$ cat config.mk
export PLATFORM = sky130hd
export DESIGN_NAME = disk_block_allocation_map_unit
export DESIGN_NICKNAME = d
export VERILOG_FILES = /design/src/rtl/dbam_pkg.sv /design/src/rtl/disk_block_allocation_map_unit.sv /design/src/rtl/dbam_ctrl.sv /design/src/rtl/dbam_dp.sv
export SDC_FILE = /design/constraint.sdc
export NUM_CORES = 2
export LEC_CHECK = 0
export BUFFER_PORTS_ARGS = -buffer_cell sky130_fd_sc_hd__buf_4
export CAP_MARGIN = 10
export CORE_MARGIN = 2
export CORE_UTILIZATION = 38
export DETAILED_ROUTE_END_ITERATION = 12
export HOLD_SLACK_MARGIN = 0.08
export SLEW_MARGIN = 0
export SYNTH_ARGS = -nofsm -noshare
export SYNTH_HDL_FRONTEND = slang
export SYNTH_SLANG_ARGS = --single-unit
$ cat constraint.sdc
create_clock -name clk -period 11.65 [get_ports clk]
set_input_delay 1.165 -clock clk [delete_from_list [all_inputs] [get_ports clk]]
set_output_delay 1.165 -clock clk [all_outputs]
set_load 0.02 [all_outputs]
$ cat src/rtl/dbam_pkg.sv
`default_nettype none
package dbam_pkg;

  localparam int DBAM_TRACK_COUNT  = 35;
  localparam int DBAM_SECTOR_BYTES = 256;
  localparam int MAP_FIRST         = 4;
  localparam int OFFSET_W          = 18;
  localparam int BLK_W             = 11;

  typedef enum logic [1:0] {
    CMD_LOAD  = 2'd0,
    CMD_QUERY = 2'd1,
    CMD_MARK  = 2'd2,
    CMD_RSVD  = 2'd3
  } dbam_op_t;

  typedef enum logic {
    ST_IDLE,
    ST_MOD
  } dbam_state_t;

  // controller -> datapath
  typedef struct packed {
    logic capture;     // latch item fields, issue row read
    logic load_wr;     // write raw map byte
    logic out_direct;  // result without a lookup (load, error)
    logic out_mod;     // result from row data, update row
  } dbam_cmd_t;

  // datapath -> controller
  typedef struct packed {
    logic lookup;      // query or mark with good geometry
  } dbam_stat_t;

  function automatic logic [4:0] zone_sectors(input logic [5:0] track);
    if (track <= 6'd17)      return 5'd21;
    else if (track <= 6'd24) return 5'd19;
    else if (track <= 6'd30) return 5'd18;
    else                     return 5'd17;
  endfunction

  // sectors on all tracks below this one (track >= 1)
  function automatic logic [BLK_W-1:0] blocks_before(input logic [5:0] track);
    logic [BLK_W-1:0] t;
    t = BLK_W'(track);
    if (track <= 6'd17)      return BLK_W'(21) * (t - BLK_W'(1));
    else if (track <= 6'd24) return BLK_W'(357) + BLK_W'(19) * (t - BLK_W'(18));
    else if (track <= 6'd30) return BLK_W'(490) + BLK_W'(18) * (t - BLK_W'(25));
    else                     return BLK_W'(598) + BLK_W'(17) * (t - BLK_W'(31));
  endfunction

endpackage
`default_nettype wire

$ cat src/rtl/disk_block_allocation_map_unit.sv
`default_nettype none
// channel  handshake            fields
// in       in_valid/in_ready    in_cmd, in_track, in_sector, in_map_index, in_map_byte
// out      out_valid/out_ready  out_is_free, out_free_count, out_byte_offset, out_error
//
// Load and rejected items give their result directly; for query and mark the
// row read from the track memory is registered, then the row is updated.
// Reset clears per-byte valid flags at once, so there is no clearing pass.
// A new item is taken when no query or mark is being updated and the result
// register is empty or drains in the same cycle.
module disk_block_allocation_map_unit
  import dbam_pkg::*;
#(
  parameter int TRACK_COUNT  = DBAM_TRACK_COUNT,
  parameter int SECTOR_BYTES = DBAM_SECTOR_BYTES
) (
  input  wire logic        clk,
  input  wire logic        rst_n,
  input  wire logic        in_valid,
  output logic             in_ready,
  input  wire logic [1:0]  in_cmd,
  input  wire logic [5:0]  in_track,
  input  wire logic [4:0]  in_sector,
  input  wire logic [7:0]  in_map_index,
  input  wire logic [7:0]  in_map_byte,
  output logic             out_valid,
  input  wire logic        out_ready,
  output logic             out_is_free,
  output logic [7:0]       out_free_count,
  output logic [17:0]      out_byte_offset,
  output logic             out_error
);

  dbam_cmd_t  cmd;
  dbam_stat_t stat;

  dbam_ctrl u_ctrl (
    .clk       (clk),
    .rst_n     (rst_n),
    .in_valid  (in_valid),
    .in_ready  (in_ready),
    .out_valid (out_valid),
    .out_ready (out_ready),
    .stat      (stat),
    .cmd       (cmd)
  );

  dbam_dp #(
    .TRACK_COUNT  (TRACK_COUNT),
    .SECTOR_BYTES (SECTOR_BYTES)
  ) u_dp (
    .clk             (clk),
    .rst_n           (rst_n),
    .in_cmd          (in_cmd),
    .in_track        (in_track),
    .in_sector       (in_sector),
    .in_map_index    (in_map_index),
    .in_map_byte     (in_map_byte),
    .cmd             (cmd),
    .stat            (stat),
    .out_is_free     (out_is_free),
    .out_free_count  (out_free_count),
    .out_byte_offset (out_byte_offset),
    .out_error       (out_error)
  );

endmodule
`default_nettype wire

$ cat src/rtl/dbam_ctrl.sv
`default_nettype none
module dbam_ctrl
  import dbam_pkg::*;
(
  input  wire logic       clk,
  input  wire logic       rst_n,
  input  wire logic       in_valid,
  output logic            in_ready,
  output logic            out_valid,
  input  wire logic       out_ready,
  input  wire dbam_stat_t stat,
  output dbam_cmd_t       cmd
);

  dbam_state_t state_r, state_nxt;
  logic        out_valid_r, out_valid_nxt;
  logic        accept;

  assign in_ready  = (state_r == ST_IDLE) && (!out_valid_r || out_ready);
  assign accept    = in_valid && in_ready;
  assign out_valid = out_valid_r;

  always_comb begin
    state_nxt = state_r;
    unique case (state_r)
      ST_IDLE: begin
        if (accept && stat.lookup) state_nxt = ST_MOD;
      end
      ST_MOD: begin
        state_nxt = ST_IDLE;
      end
      default: state_nxt = ST_IDLE;
    endcase
  end

  always_comb begin
    cmd = '0;
    unique case (state_r)
      ST_IDLE: begin
        cmd.capture    = accept;
        cmd.load_wr    = accept && !stat.lookup;
        cmd.out_direct = accept && !stat.lookup;
      end
      ST_MOD: begin
        cmd.out_mod = 1'b1;
      end
      default: cmd = '0;
    endcase
  end

  always_comb begin
    out_valid_nxt = out_valid_r;
    if (out_ready) out_valid_nxt = 1'b0;
    if (cmd.out_direct || cmd.out_mod) out_valid_nxt = 1'b1;
  end

  always_ff @(posedge clk) begin
    if (!rst_n) begin
      state_r     <= ST_IDLE;
      out_valid_r <= 1'b0;
    end else begin
      state_r     <= state_nxt;
      out_valid_r <= out_valid_nxt;
    end
  end

endmodule
`default_nettype wire

$ cat src/rtl/dbam_dp.sv
`default_nettype none
module dbam_dp
  import dbam_pkg::*;
#(
  parameter int TRACK_COUNT  = DBAM_TRACK_COUNT,
  parameter int SECTOR_BYTES = DBAM_SECTOR_BYTES
) (
  input  wire logic        clk,
  input  wire logic        rst_n,
  input  wire logic [1:0]  in_cmd,
  input  wire logic [5:0]  in_track,
  input  wire logic [4:0]  in_sector,
  input  wire logic [7:0]  in_map_index,
  input  wire logic [7:0]  in_map_byte,
  input  wire dbam_cmd_t   cmd,
  output dbam_stat_t       stat,
  output logic             out_is_free,
  output logic [7:0]       out_free_count,
  output logic [17:0]      out_byte_offset,
  output logic             out_error
);

  localparam int ROW_AW     = (TRACK_COUNT > 1) ? $clog2(TRACK_COUNT) : 1;
  localparam int BYTE_AW    = ROW_AW + 2;
  localparam int STORE_DEPTH = 4 * TRACK_COUNT;
  localparam int SB_W       = $clog2(SECTOR_BYTES + 1);
  localparam int PROD_W     = BLK_W + SB_W;

  // one row per track: byte 0 free count, bytes 1..3 bitmap
  logic [31:0]            mem [TRACK_COUNT];
  logic [STORE_DEPTH-1:0] valid_r;
  logic [31:0]            rd_data_r;

  logic [ROW_AW-1:0] row_r;
  logic [4:0]        sector_r;
  logic              mark_r;
  logic [BLK_W-1:0]  blocks_r;

  logic geom_ok, is_lookup, load_ok;
  logic [7:0] idx_off;
  logic [ROW_AW-1:0] rd_row;

  assign geom_ok   = (in_track != 6'd0) && (in_track <= 6'(TRACK_COUNT))
                     && (in_sector < zone_sectors(in_track));
  assign is_lookup = ((in_cmd == CMD_QUERY) || (in_cmd == CMD_MARK)) && geom_ok;
  assign stat.lookup = is_lookup;

  assign idx_off = in_map_index - 8'(MAP_FIRST);
  assign load_ok = (in_cmd == CMD_LOAD) && (in_map_index >= 8'(MAP_FIRST))
                   && (9'(in_map_index) < 9'(MAP_FIRST + STORE_DEPTH));
  assign rd_row  = ROW_AW'(in_track - 6'd1);

  // modify stage
  logic [7:0]  cnt_eff, bm_eff, cnt_new, bm_new;
  logic [1:0]  bsel;
  logic [2:0]  bit_pos;
  logic        was_free, do_clr;
  logic [BYTE_AW-1:0] cnt_vi, bm_vi;
  logic [PROD_W-1:0] prod;

  assign bsel    = sector_r[4:3] + 2'd1;
  assign bit_pos = sector_r[2:0];
  assign cnt_vi  = {row_r, 2'd0};
  assign bm_vi   = {row_r, bsel};

  always_comb begin
    cnt_eff = valid_r[cnt_vi] ? rd_data_r[7:0] : 8'd0;
    case (bsel)
      2'd1:    bm_eff = rd_data_r[15:8];
      2'd2:    bm_eff = rd_data_r[23:16];
      default: bm_eff = rd_data_r[31:24];
    endcase
    if (!valid_r[bm_vi]) bm_eff = 8'd0;
    was_free = bm_eff[bit_pos];
    do_clr   = mark_r && was_free;
    bm_new   = bm_eff & ~(8'd1 << bit_pos);
    cnt_new  = (cnt_eff != 8'd0) ? cnt_eff - 8'd1 : cnt_eff;
  end

  assign prod = PROD_W'(blocks_r) * PROD_W'(SECTOR_BYTES);

  always_ff @(posedge clk) begin
    if (cmd.capture) begin
      rd_data_r <= mem[rd_row];
      row_r     <= rd_row;
      sector_r  <= in_sector;
      mark_r    <= (in_cmd == CMD_MARK);
      blocks_r  <= blocks_before(in_track) + BLK_W'(in_sector);
    end
    if (cmd.load_wr && load_ok) begin
      mem[idx_off[BYTE_AW-1:2]][idx_off[1:0]*8 +: 8] <= in_map_byte;
    end
    if (cmd.out_mod && do_clr) begin
      mem[row_r][7:0]        <= cnt_new;
      mem[row_r][bsel*8 +: 8] <= bm_new;
    end
  end

  always_ff @(posedge clk) begin
    if (!rst_n) begin
      valid_r <= '0;
    end else begin
      if (cmd.load_wr && load_ok) valid_r[idx_off[BYTE_AW-1:0]] <= 1'b1;
      if (cmd.out_mod && do_clr) begin
        valid_r[cnt_vi] <= 1'b1;
        valid_r[bm_vi]  <= 1'b1;
      end
    end
  end

  always_ff @(posedge clk) begin
    if (cmd.out_direct) begin
      out_is_free     <= 1'b0;
      out_free_count  <= 8'd0;
      out_byte_offset <= 18'd0;
      out_error       <= (in_cmd != CMD_LOAD);
    end else if (cmd.out_mod) begin
      out_is_free     <= was_free;
      out_free_count  <= do_clr ? cnt_new : cnt_eff;
      out_byte_offset <= prod[OFFSET_W-1:0];
      out_error       <= 1'b0;
    end
  end

endmodule
`default_nettype wire

==> impl_results.md <==
* Outcome: complete, no violations
* Global-route wire length before repair at 221000 µm
* Number of non-filler instances in the completed layout at 5696
* Final-layout setup total negative slack at 0 ns
* Power spent charging and discharging nets at 2.58 mW
* Area added between synthesis and finish at 12.9%
* Die H at 392 µm
* R2R setup slack at 5.41 ns
* Crit-path leading delay family: simple AND/OR/NAND/NOR gates
* Pins over their slew limit at 0
* CP peak stage delay at 0.99 ns
* Count of flip-flops with a built-in enable after synthesis at 1175
* CP Class: reg2reg
* Pin count of the biggest net entering global routing at 80
* Series of cell instances along the critical path: inv_1 -> ha_4 -> mux4_2 -> mux2i_1 -> o21a_1 -> a2111oi_4 -> nor4_4 -> o21ai_2 -> nand2_4 -> a41oi_4 -> buf_4 -> nor2_1
* Final weighted congestion in routability-driven placement at 0.897
* Synthesized area at 57300 µm²
* Fraction of post-synthesis cell area in the top cell type by area at 0.616
* Number of fill cells in the layout at 13.2k
* Capturing element type of the critical path: register
* Overall die area at 154000 µm²
* Quantity of I/O buffers inserted on ports at 54
* HPWL after DPL at 95600 µm
* Number of clock sinks at 1336
* Setup slack after layout at 5.41 ns
* Initial antenna violation count at 5
* Worst slack after detailed placement at 5.23 ns
* Area leader, netlist: edfxtp_1
* Maximum clock rate at 160 MHz
* IR Drop Worst-Case VDD at 0.169 mV
* Class of the tightest hold or removal check: reg2reg
* Skew final at 0.0310 ns
* Required time of the critical path at 12.04 ns
* First-iteration detailed-routing DRC count at 3649
* Static Leakage at 21.6 nW
* Final setup vio count at 0
* Drt total wl at 151000 µm
* Num CTS Buffers at 137
* Level count of the clock H-tree at 4
* Total internal power at 8.08 mW
* Part of the cycle the worst path needs at 0.535
* Fraction of final layout cells with drive strength greater than 1 at 0.201
* Fraction of registers with async set or reset after synthesis at 0
* Fraction of the yosys area taken by sequential cells at 0.673
* Most used cells in the layout excluding fill and tap cells: edfxtp_1 (1175), nor2_1 (346), mux4_2 (339), o21ai_0 (243), dfxtp_1 (161)
* Clock period minus worst slack at 6.24 ns
* Leading cell type in the layout, fill and taps excluded: edfxtp_1
* Post-CTS clock slew at the launch and capture registers of the worst setup and hold paths at 0.06 ns
* Resized cells post-CTS at 0
* Longest Clk Path Bufs at 3
* Setup repair after global routing missed its margin: false
* Switch share at 0.242
* Comb power frac at 0.096
* Final nets at 3703
* Count of vias placed by the detailed router at 32.5k
* Insertion delay to the later sink of the worst-skew pair at 0.79 ns
* CP Launch Type: register
* Number of buffers added to fix hold violations after cts at 0
* DRC Markers at 0
* Register bit total from synthesis at 1336
* Reg power frac at 0.494
* Number of cells produced by synthesis at 3503
* Number of detailed-routing iterations run before antenna repair at 6
* Placed instance count at 5441
* Rows at 142
* Post-detailed-route count of antenna-violating nets at 0
* Power Dens Cells at 165 nW/µm²
* Most frequently used flop master after synthesis: edfxtp_1
* Die X-Extent at 392 µm
* Critical path buffer and inverter count at 2
* Total core area at 150000 µm²
* Cell chosen for the clock root: clkbuf_16
* Netlist cell types at 85
* Number of buffers inserted by post-CTS setup repair at 0
* Share of total power in the clock network at 0.410
* Power after layout at 10.7 mW
* Post-layout utilization of the core at 0.432
* Synth area leaders: edfxtp_1 (62%), mux4_2 (13%), dfxtp_1 (5.6%)
* Number of global-route vias before repair at 32.2k
* Arr. time, crit path at 6.63 ns
* Fin. Hold Viols at 0
* Actual transition at the worst max-transition pin at 1.30 ns
* Via-to-Cell Ratio at 5.70
* Post-Syn Area per Cell at 16.3 µm²
* GRT Total Usage at 0.196
* Total grt overflow at 0
* CTS tree: yes
* Slowest cell on the critical path: ha_4
* Routed WL per cell at 26.5 µm
* Initial core utilization at 0.382
* Relative slew slack at 0.135
* Yosys warns at 0
* I/O Pins at 63
* Worst-path maximum fanout at 55
* Number of max-cap violations at 0
worst register-to-register path: cells and delay by family, from the launching register on:
kind | cells | cell delay [ns]
simple gates | 3 | 1.75
flops | 1 | 0.46
buf+inv | 2 | 0.62
mux | 2 | 0.91
compound gates | 4 | 1.11
fa+ha+maj | 1 | 0.99
flip-flops by register name (all words and copies together), names as in the netlist:
signal / flops
u_ctrl.out_valid: 1
u_ctrl.state_r: 1
u_dp.blocks_r: 10
u_dp.mark_r: 1
u_dp.mem: 1120
u_dp.out_byte_offset: 10
u_dp.out_error: 1
u_dp.out_free_count: 8
u_dp.out_is_free: 1
u_dp.rd_data_r: 32
u_dp.row_r: 6
u_dp.sector_r: 5
u_dp.valid_r: 140
cells in the mapped netlist (24+ instances only):
master	number
xnor2_1	45
a211oi_1	35
inv_1	59
buf_2	24
nor2_1	346
ha_1	93
o22ai_1	39
nand2_1	130
nand3_1	41
dfxtp_1	161
clkbuf_1	146
a31oi_1	31
mux4_2	339
a22oi_1	34
a21oi_1	70
o21ai_0	246
nand2b_1	27
edfxtp_1	1175
mux2i_1	129
metal layers:
| layer | vias up | wire [µm] | share of wire | global-route usage |
|---|---|---|---|---|
| met2 | 1401 | 70700 | 0.47 | 0.307 |
| met4 | 2 | 4760 | 0.031 | 0.0645 |
| met3 | 286 | 12100 | 0.080 | 0.0446 |
| li1 | 13964 | - | - | - |
| met5 | - | 13 | 0.000086 | 0 |
| met1 | 16800 | 63600 | 0.42 | 0.270 |
power groups by stage:
stage               clock, mW  sequential (mW)  combinational [mW]
floorplan                   0             5.35               0.691
global placement            0             5.36                1.03
detailed placement          0             5.36                1.03
CTS                      4.44             5.26                1.03
global route             4.63             5.26                1.10
finish                   4.37             5.26                1.03
stage by stage:
stage,hold slack (ns),area (µm²)
after floorplan,0.422,57300
after global placement,0.434,60200
after detailed placement,0.435,60200
after CTS,0.453,64600
after global routing,0.490,64600
final,0.447,64600
final cells by class:
cell class                 count  area (µm²)  share of cell area
sequential                  1336       38500               0.596
multi-input combinational   1896       17900               0.277
clock buffer                 172        3590              0.0555
tap                         2016        2520              0.0390
timing repair buffer         130         983              0.0152
clock inverter                81         868              0.0134
inverter                      63         239             0.00370
antenna                        2        5.00           0.0000774
cell families (layout without fill, tap and decap cells):
logic type	after synthesis	after routing	synth area share
buffers and inverters	278	446	0.0205
flip-flops	1336	1336	0.673
AO/OA/AOI/OAI	595	595	0.0652
AND/OR/NAND/NOR	648	648	0.0499
multiplexers	472	472	0.157
adder cells (fa/ha/maj)	106	106	0.0249
other	1	10	0.0000655
XOR/XNOR	67	67	0.0102
worst paths after layout:
path,from,endpoint,cells past startpoint
setup / recovery,u_dp.sector_r[4],u_dp.mem[17][6],12
hold / removal,u_dp.blocks_r[3],u_dp.out_byte_offset[11],2
setup reg to reg,u_dp.sector_r[4],u_dp.mem[17][6],12
hold reg to reg,u_dp.blocks_r[3],u_dp.out_byte_offset[11],2
Note: power is estimated with default switching activity, not from simulation.
